$ cat config.mk
export PLATFORM = sky130hd
export DESIGN_NAME = sorted_priority_queue
export DESIGN_NICKNAME = d
export VERILOG_FILES = /design/src/rtl/core/spq_pkg.sv /design/src/rtl/core/spq_ctrl.sv /design/src/rtl/core/spq_datapath.sv /design/src/rtl/core/sorted_priority_queue.sv
export SDC_FILE = /design/constraint.sdc
export NUM_CORES = 2
export LEC_CHECK = 0
export ABC_CLOCK_PERIOD_IN_PS = 16900
export BUFFER_PORTS_ARGS = -buffer_cell sky130_fd_sc_hd__buf_2
export CELL_PAD_IN_SITES_DETAIL_PLACEMENT = 0
export CELL_PAD_IN_SITES_GLOBAL_PLACEMENT = 1
export CORE_MARGIN = 2
export CORE_UTILIZATION = 40
export DETAILED_ROUTE_END_ITERATION = 10
export PLACE_DENSITY_LB_ADDON = 0.3
export SLEW_MARGIN = 10
export SYNTH_ARGS = -nofsm -noshare
export SYNTH_HDL_FRONTEND = slang
export SYNTH_SLANG_ARGS = --single-unit
export TNS_END_PERCENT = 10
$ cat constraint.sdc
create_clock -name clk -period 16.9 [get_ports clk]
set_clock_uncertainty 0.05 [all_clocks]
set_input_delay 1.69 -clock clk [delete_from_list [all_inputs] [get_ports clk]]
set_output_delay 1.69 -clock clk [all_outputs]
set_load 0.01 [all_outputs]
$ cat src/rtl/core/spq_pkg.sv
// Shared types and codes for the sorted priority queue.
// Depends on nothing; every module of the queue imports it.
package spq_pkg;

    localparam int VALUE_W = 32;
    localparam int PRIO_W  = 16;
    localparam int COUNT_W = 5;

    // Operation codes carried in the opcode field.
    localparam logic OP_ENQUEUE = 1'b0;
    localparam logic OP_DEQUEUE = 1'b1;

    // Status codes returned with every result.
    localparam logic [1:0] ST_DONE  = 2'd0;
    localparam logic [1:0] ST_EMPTY = 2'd1;
    localparam logic [1:0] ST_FULL  = 2'd2;

    typedef struct packed {
        logic                      opcode;
        logic signed [VALUE_W-1:0] item_value;
        logic signed [PRIO_W-1:0]  item_priority;
    } spq_in_t;

    typedef struct packed {
        logic signed [VALUE_W-1:0] popped_value;
        logic [1:0]                status;
        logic [COUNT_W-1:0]        entry_count;
    } spq_out_t;

    // Commands from the controller to the datapath.
    typedef struct packed {
        logic load;
        logic exec;
    } spq_ctrl_t;

endpackage

$ cat src/rtl/core/spq_ctrl.sv
// Controller of the sorted priority queue: sequences load and execute.
// Depends on spq_pkg for the command struct.
module spq_ctrl (
    input  logic               clk,
    input  logic               rst_n,
    input  logic               start,
    output logic               busy,
    output logic               done,
    output spq_pkg::spq_ctrl_t ctrl
);
    import spq_pkg::*;

    typedef enum logic {
        IDLE,
        EXEC
    } state_t;

    state_t state_reg;
    state_t state_next;
    logic   done_reg;
    logic   done_next;

    always_comb
    begin
        state_next = state_reg;
        done_next  = 1'b0;
        unique case (state_reg)
            IDLE:
            begin
                if (start)
                begin
                    state_next = EXEC;
                end
            end
            EXEC:
            begin
                state_next = IDLE;
                done_next  = 1'b1;
            end
            default:
            begin
                state_next = IDLE;
            end
        endcase
    end

    always_ff @(posedge clk or negedge rst_n)
    begin
        if (!rst_n)
        begin
            state_reg <= IDLE;
            done_reg  <= 1'b0;
        end
        else
        begin
            state_reg <= state_next;
            done_reg  <= done_next;
        end
    end

    assign busy      = (state_reg == EXEC);
    assign ctrl.load = start && (state_reg == IDLE);
    assign ctrl.exec = (state_reg == EXEC);
    assign done      = done_reg;

endmodule

$ cat src/rtl/core/spq_datapath.sv
// Datapath of the sorted priority queue: a row of sorted cells with shift logic.
// Depends on spq_pkg for the item, result and command types.
module spq_datapath #(
    parameter int DEPTH = 16
) (
    input  logic               clk,
    input  logic               rst_n,
    input  spq_pkg::spq_ctrl_t ctrl,
    input  spq_pkg::spq_in_t   cmd,
    output spq_pkg::spq_out_t  result
);
    import spq_pkg::*;

    localparam int CW = $clog2(DEPTH + 1);

    spq_in_t                   cmd_reg;
    logic signed [VALUE_W-1:0] val_reg  [DEPTH];
    logic signed [PRIO_W-1:0]  prio_reg [DEPTH];
    logic signed [VALUE_W-1:0] val_next [DEPTH];
    logic signed [PRIO_W-1:0]  prio_next[DEPTH];
    logic [CW-1:0]             count_reg;
    logic [CW-1:0]             count_next;
    logic [CW+COUNT_W-1:0]     count_wide;
    logic [DEPTH-1:0]          goes_after;
    logic                      full;
    logic                      empty;
    spq_out_t                  result_reg;
    spq_out_t                  result_next;

    assign full  = (count_reg == CW'(DEPTH));
    assign empty = (count_reg == '0);

    // A cell is flagged when the new entry belongs at or before it. The head
    // only yields to a strictly smaller priority number; later cells yield on equal.
    // Empty cells are always flagged, so the flags form a suffix of the row.
    always_comb
    begin
        for (int i = 0; i < DEPTH; i++)
        begin
            if (CW'(i) >= count_reg)
            begin
                goes_after[i] = 1'b1;
            end
            else if (i == 0)
            begin
                goes_after[i] = (prio_reg[i] > cmd_reg.item_priority);
            end
            else
            begin
                goes_after[i] = (prio_reg[i] >= cmd_reg.item_priority);
            end
        end
    end

    always_comb
    begin
        for (int i = 0; i < DEPTH; i++)
        begin
            val_next[i]  = val_reg[i];
            prio_next[i] = prio_reg[i];
        end
        count_next               = count_reg;
        result_next.popped_value = '0;
        result_next.status       = ST_DONE;

        if (cmd_reg.opcode == OP_ENQUEUE)
        begin
            if (full)
            begin
                result_next.status = ST_FULL;
            end
            else
            begin
                for (int i = 0; i < DEPTH; i++)
                begin
                    if (i > 0 && goes_after[(i > 0) ? i - 1 : 0])
                    begin
                        val_next[i]  = val_reg[(i > 0) ? i - 1 : 0];
                        prio_next[i] = prio_reg[(i > 0) ? i - 1 : 0];
                    end
                    else if (goes_after[i])
                    begin
                        val_next[i]  = cmd_reg.item_value;
                        prio_next[i] = cmd_reg.item_priority;
                    end
                end
                count_next = count_reg + 1'b1;
            end
        end
        else
        begin
            if (empty)
            begin
                result_next.status = ST_EMPTY;
            end
            else
            begin
                result_next.popped_value = val_reg[0];
                for (int i = 0; i < DEPTH - 1; i++)
                begin
                    val_next[i]  = val_reg[i + 1];
                    prio_next[i] = prio_reg[i + 1];
                end
                count_next = count_reg - 1'b1;
            end
        end

        count_wide              = (CW + COUNT_W)'(count_next);
        result_next.entry_count = count_wide[COUNT_W-1:0];
    end

    always_ff @(posedge clk or negedge rst_n)
    begin
        if (!rst_n)
        begin
            count_reg <= '0;
        end
        else if (ctrl.exec)
        begin
            count_reg <= count_next;
        end
    end

    always_ff @(posedge clk)
    begin
        if (ctrl.load)
        begin
            cmd_reg <= cmd;
        end
        if (ctrl.exec)
        begin
            result_reg <= result_next;
            for (int i = 0; i < DEPTH; i++)
            begin
                val_reg[i]  <= val_next[i];
                prio_reg[i] <= prio_next[i];
            end
        end
    end

    assign result = result_reg;

endmodule

$ cat src/rtl/core/sorted_priority_queue.sv
// Top level of the sorted priority queue, smallest priority number first.
// Depends on spq_pkg, spq_ctrl and spq_datapath.
//
// Usage:
//   A command transfer happens at a rising edge where start is high and busy
//   is low. The cmd struct carries the opcode (enqueue or dequeue), the data
//   word and the signed priority; data and priority are ignored on dequeue.
//   Every command yields exactly one result transfer: done is high for one
//   cycle and the result struct holds the popped data word (zero unless a
//   dequeue succeeded), the status code and the number of entries held.
//   Sequence: the command is latched on the accepting edge, the cell row
//   updates on the next edge, and done is high in the cycle after that.
//   busy is high while the controller is in its execute state, so a new
//   command is taken only after the last one has executed.
//   Every cell of the row compares against the new priority in parallel, so
//   the cost per command does not depend on DEPTH.
//   Reset clears the entry count and the controller; stored entries are not
//   cleared and are never read until written.
//   The receiver cannot stall: a result is valid only during its done cycle.
module sorted_priority_queue #(
    parameter int DEPTH = 16
) (
    input  logic              clk,
    input  logic              rst_n,
    input  logic              start,
    output logic              busy,
    input  spq_pkg::spq_in_t  cmd,
    output logic              done,
    output spq_pkg::spq_out_t result
);
    import spq_pkg::*;

    spq_ctrl_t ctrl;

    // Controller: decides when a command is latched and when it executes.
    spq_ctrl u_ctrl (
        .clk   (clk),
        .rst_n (rst_n),
        .start (start),
        .busy  (busy),
        .done  (done),
        .ctrl  (ctrl)
    );

    // Datapath: the sorted cell row, entry count and result register.
    spq_datapath #(
        .DEPTH (DEPTH)
    ) u_datapath (
        .clk    (clk),
        .rst_n  (rst_n),
        .ctrl   (ctrl),
        .cmd    (cmd),
        .result (result)
    );

endmodule
# == Yosys cells after proc, flatten, opt, wreduce, memory -nomap -nowiden ==
# Memory sizes are Yosys's and may differ from the RTL's.
# Index checks and enable logic that the tools add are counted.
# totals
latchBits,0
output_inout_bits,41
ram_bits,768
n_memories,2
register_bits,95
elab_cells,147
romBits,0
# op_classes
bitwise,2
add_sub_neg,2
n_eq_ne,1
multipliers,0
shifts,0
n_mux,96
n_lt_le_gt_ge,32
n_reduce_logical,3
n_div,0
# mem_list
memory,words,word_bits,read_ports,rd_clocked_by_memory_dff,wr,line,text
u_datapath.val_reg,16,32,16,0,16,spq_datapath.sv:17,logic signed [VALUE_W-1:0] val_reg [DEPTH];
u_datapath.prio_reg,16,16,16,0,16,spq_datapath.sv:18,logic signed [PRIO_W-1:0] prio_reg [DEPTH];
# ops
op,n
two-way mux 32 bit,32
two-way mux 480 bit,2
two-way mux 16 bit,32
two-way mux 512 bit,1
two-way mux 240 bit,2
two-way mux 256 bit,1
>= comparator 16 bit,15
>= comparator 4 x 5 -> 1 bit (first input constant),8
>= comparator 3 x 5 -> 1 bit (first input constant),4
two-way mux 1 bit,20
greater-than comparator 16 bit,1
two-way mux 5 bit,3
>= comparator 1 x 5 -> 1 bit (first input constant),2
>= comparator 2 x 5 -> 1 bit (first input constant),2
adder 5 x 1 -> 5 bit (second input constant),1
equality test 5 bit (second input constant),1
zero test 5 bit,1
subtractor 5 x 1 -> 5 bit (second input constant),1
two-way mux 2 bit,2
inverter 1 bit,2
case mux 1 bit (2 select lines),1
OR reduction 2 bit,1
logical AND 1 bit,1

# == Longest topological paths before layout ==
# An unclocked memory read counts as a cell.
# logic_depth
depth_word,7
mapped_depth,12

# == Cells and area by module ==
# From an unflattened synthesis, not the netlist that was laid out.
# hier_totals
cells_unflattened,4493
hier_area_um2,48939.4
# modules_own_cells
mod,n_inst,area_each_um2,cells_per_inst
spq_datapath,1,48860.6,4488
spq_ctrl,1,78.8,5

# == Worst setup path before layout ==
# No wires, ideal clock.
# synth_timing
path_kind,reg2reg
from,register u_datapath.cmd_reg[9] (netlist name)
to,"memory u_datapath.prio_reg[1][0], enable pin"
path_slack_ns,11.545
period_less_slack_ns,5.355
arrival_ns,4.836
n_path_buf,3
setup_time_ns,0.469
stages_incl_launch_ff,11
path_cell_list,edfxtp_1 inv_1 ha_1 a21o_1 a221oi_1 or3_1 clkbuf_1 clkbuf_1 buf_1 nand2_1 a21oi_1
# synth_rtl
item,line
"end, declared",spq_datapath.sv:18

==> results_dict.tcl <==
set metrics [dict create \
    status "completed" \
    grt.total_usage 0.296 \
    max_freq_mhz 166 \
    startpoint_type "flop" \
    pin_count 93 \
    worstPathArrival_ns 6.31 \
    finalHoldViolCount 0 \
    cts_hold_buf 0 \
    dieWidth_um 350 \
    synth.avg_cell_area_um2 10.7 \
    finalMaxSlewViolations 0 \
    holdPathEnd "u_datapath.val_reg[0][28]$_DFFE_PP_" \
    synthCells 4456 \
    p_per_area_mw_per_mm2 140 \
    insertion_delay_ns 0.73 \
    grt_pass1_wl_um 270000 \
    route.detailed.drc 0 \
    post_cts.repair.setup_buffers 0 \
    rr_endpoint "u_datapath.prio_reg[4][13]$_DFFE_PP_" \
    tightest_slew_ns 1.27 \
    grt_pass1_vias 39240 \
    relSlewSlack 0.149 \
    worstPathRequired_ns 17.18 \
    grt_max_degree 190 \
    final-setup-viol-count 0 \
    wl_per_cell_um 31.0 \
    p_leak_nw 17.8 \
    min_from "u_datapath.val_reg[0][60]$_DFFE_PP_" \
    reg2regPathDepth 11 \
    setup_tns_ns 0 \
    r2r_slack_ns 10.86 \
    dp_hpwl_um 115000 \
    nets 4575 \
    ys.flop_type "edfxtp_1" \
    period_share 0.357 \
    cts_tree "built" \
    cp_max_fo 49 \
    clk_pin_slew_ns 0.06 \
    antenna_found_initial 8 \
    holdWs_ns 0.502 \
    worstSetupPathType "flop to flop" \
    die_h_um 350 \
    dieArea_mm2 0.122 \
    synth_edf_count 856 \
    synthesis.area_mm2 0.0478 \
    finalCoreUtilization 0.443 \
    first_pass_iters 6 \
    place_congestion 0.917 \
    crit_chain "inv_1, ha_1, a21oi_1, o221ai_1, a221o_1, o21ai_4, buf_4, and2_2, buf_4, o31a_2, buf_4" \
    rsz0062_at_grt "false" \
    yosysUniqueCellTypes 66 \
    synth_seq_cells 863 \
    grt_overflow_total 0 \
    htreeDepth 3 \
    synth_common_cells "856 x edfxtp_1, 813 x nand2_1, 683 x nand4_1, 679 x o211ai_1, 394 x clkbuf_1" \
    placementRows 126 \
    core-area_mm2 0.118 \
    largest_reg_flops 512 \
    antenna_left 0 \
    cts_buffers 98 \
    yosys-top-cells-area "edfxtp_1 54%, o211ai_1 11%, nand4_1 8.9%" \
    ys_seq_area_frac 0.541 \
    layout-drive-gt1-share 0.0977 \
    portBuffers 92 \
    maxCapViolations 0 \
    cp_common_cell "buf_4" \
    clock-root-buffer "clkbuf_16" \
    hold_class "flop to flop" \
    yosys_warnings 0 \
    clock_path_buffers 3 \
    area_growth_pct 9.60 \
    syn-num-nets 4769 \
    cts.sinks 863 \
    vias_per_cell 6.72 \
    cp_slowest_cell "and2_2" \
    worstSetupEndpointType "flop" \
    synth_top_area_share 0.537 \
    drt_iter0_drc 5335 \
    hold_path_depth 2 \
    initial_core_util 0.404 \
    async_reset_ff_frac 0.00811 \
    r2r_start "u_datapath.cmd_reg[2]$_DFFE_PP_" \
    slowest_delay_ns 0.77 \
    peakVddDrop_uv 98.5 \
    post_cts_resized 0 \
    yosysMostFrequentCell "edfxtp_1" \
    vias 39936 \
    synth.largest_area_cell "edfxtp_1" \
    fin_crit_ns 6.04 \
    wirelength_um 184000 \
    p_total_mw 7.36 \
]
worst max-delay path by stage:
| stage | start | to |
|---|---|---|
| finish | u_datapath.cmd_reg[2]$_DFFE_PP_ | u_datapath.prio_reg[4][13]$_DFFE_PP_ |
| CTS | u_datapath.cmd_reg[2]$_DFFE_PP_ | u_datapath.prio_reg[5][11]$_DFFE_PP_ |
| global route | u_datapath.cmd_reg[1]$_DFFE_PP_ | u_datapath.prio_reg[9][6]$_DFFE_PP_ |
| detailed placement | u_datapath.cmd_reg[2]$_DFFE_PP_ | u_datapath.val_reg[0][188]$_DFFE_PP_ |
| floorplan | u_datapath.cmd_reg[9]$_DFFE_PP_ | u_datapath.prio_reg[1][0]$_DFFE_PP_ |
| global placement | u_datapath.cmd_reg[2]$_DFFE_PP_ | u_datapath.prio_reg[5][6]$_DFFE_PP_ |
per-layer routing:
layer / track usage / vias to the layer above / wire length (um)
met5: 0 / - / 13
met4: 0.0999 / 2 / 5530
met3: 0.0618 / 313 / 17400
met2: 0.446 / 2221 / 81500
met1: 0.422 / 20067 / 80000
li1: - / 17333 / -
power breakdown:
part           total (mW)  internal [mW]  switching, mW
Combinational        2.25          0.624           1.62
Sequential           3.06           2.83          0.233
Clock                2.05           1.12          0.934
worst max-delay path: cells and delay by family (launching register included):
kind                     cells  cell delay [ns]
AO/OA/AOI/OAI                5             1.64
adder cells (fa/ha/maj)      1             0.39
buffers and inverters        4             2.19
flip-flops                   1             0.42
AND/OR/NAND/NOR              1             0.77
stage by stage:
stage          std cells  instance area (um2)  setup slack [ns]
3_3_place_gp        5762                49500             11.13
5_1_grt             5942                52400             10.78
3_5_place_dp        5762                49500             11.09
4_1_cts             5942                52400             11.03
6_report            5943                52400             10.86
2_1_floorplan       4456                47800             11.55
cell families after synthesis:
kind of cell | after synthesis | synth area share
buffers and inverters | 537 | 0.0432
xor gates and xnor gates | 2 | 0.000366
muxes | 53 | 0.0125
adders and majority gates | 261 | 0.0683
and+or+nand+nor | 1770 | 0.186
AOI/OAI and AO/OA | 970 | 0.149
DFF | 863 | 0.541
layout make-up:
| type | count | area [um2] |
|---|---|---|
| Antenna cell | 1 | 2.50 |
| Multi-Input combinational cell | 3056 | 20200 |
| Tap cell | 1600 | 2000 |
| Sequential cell | 863 | 25900 |
| Clock inverter | 50 | 313 |
| Fill cell | 11208 | 66000 |
| Inverter | 57 | 214 |
| Timing Repair Buffer | 186 | 1220 |
| Clock buffer | 130 | 2660 |
cell usage in the layout, fill, tap and decap left out, types with 7 or more instances in the layout:
master and instances:
a21o_1 22, a21oi_1 92, a221o_1 7, a32oi_1 49
a41o_1 7, and2_1 33, and2_2 11, buf_2 92
buf_4 90, clkbuf_1 27, clkbuf_16 101, clkinv_1 33
clkinv_2 11, edfxtp_1 856, ha_1 261, inv_1 57
mux2_2 53, nand2_1 813, nand3_1 114, nand4_1 683
nor2_1 19, nor2b_1 9, nor3_1 24, nor4_1 13
o211ai_1 679, o21a_1 8, o21ai_0 23, o21ai_4 8
o221ai_1 9, o31a_2 13
Power figures use the tool's default switching activity.
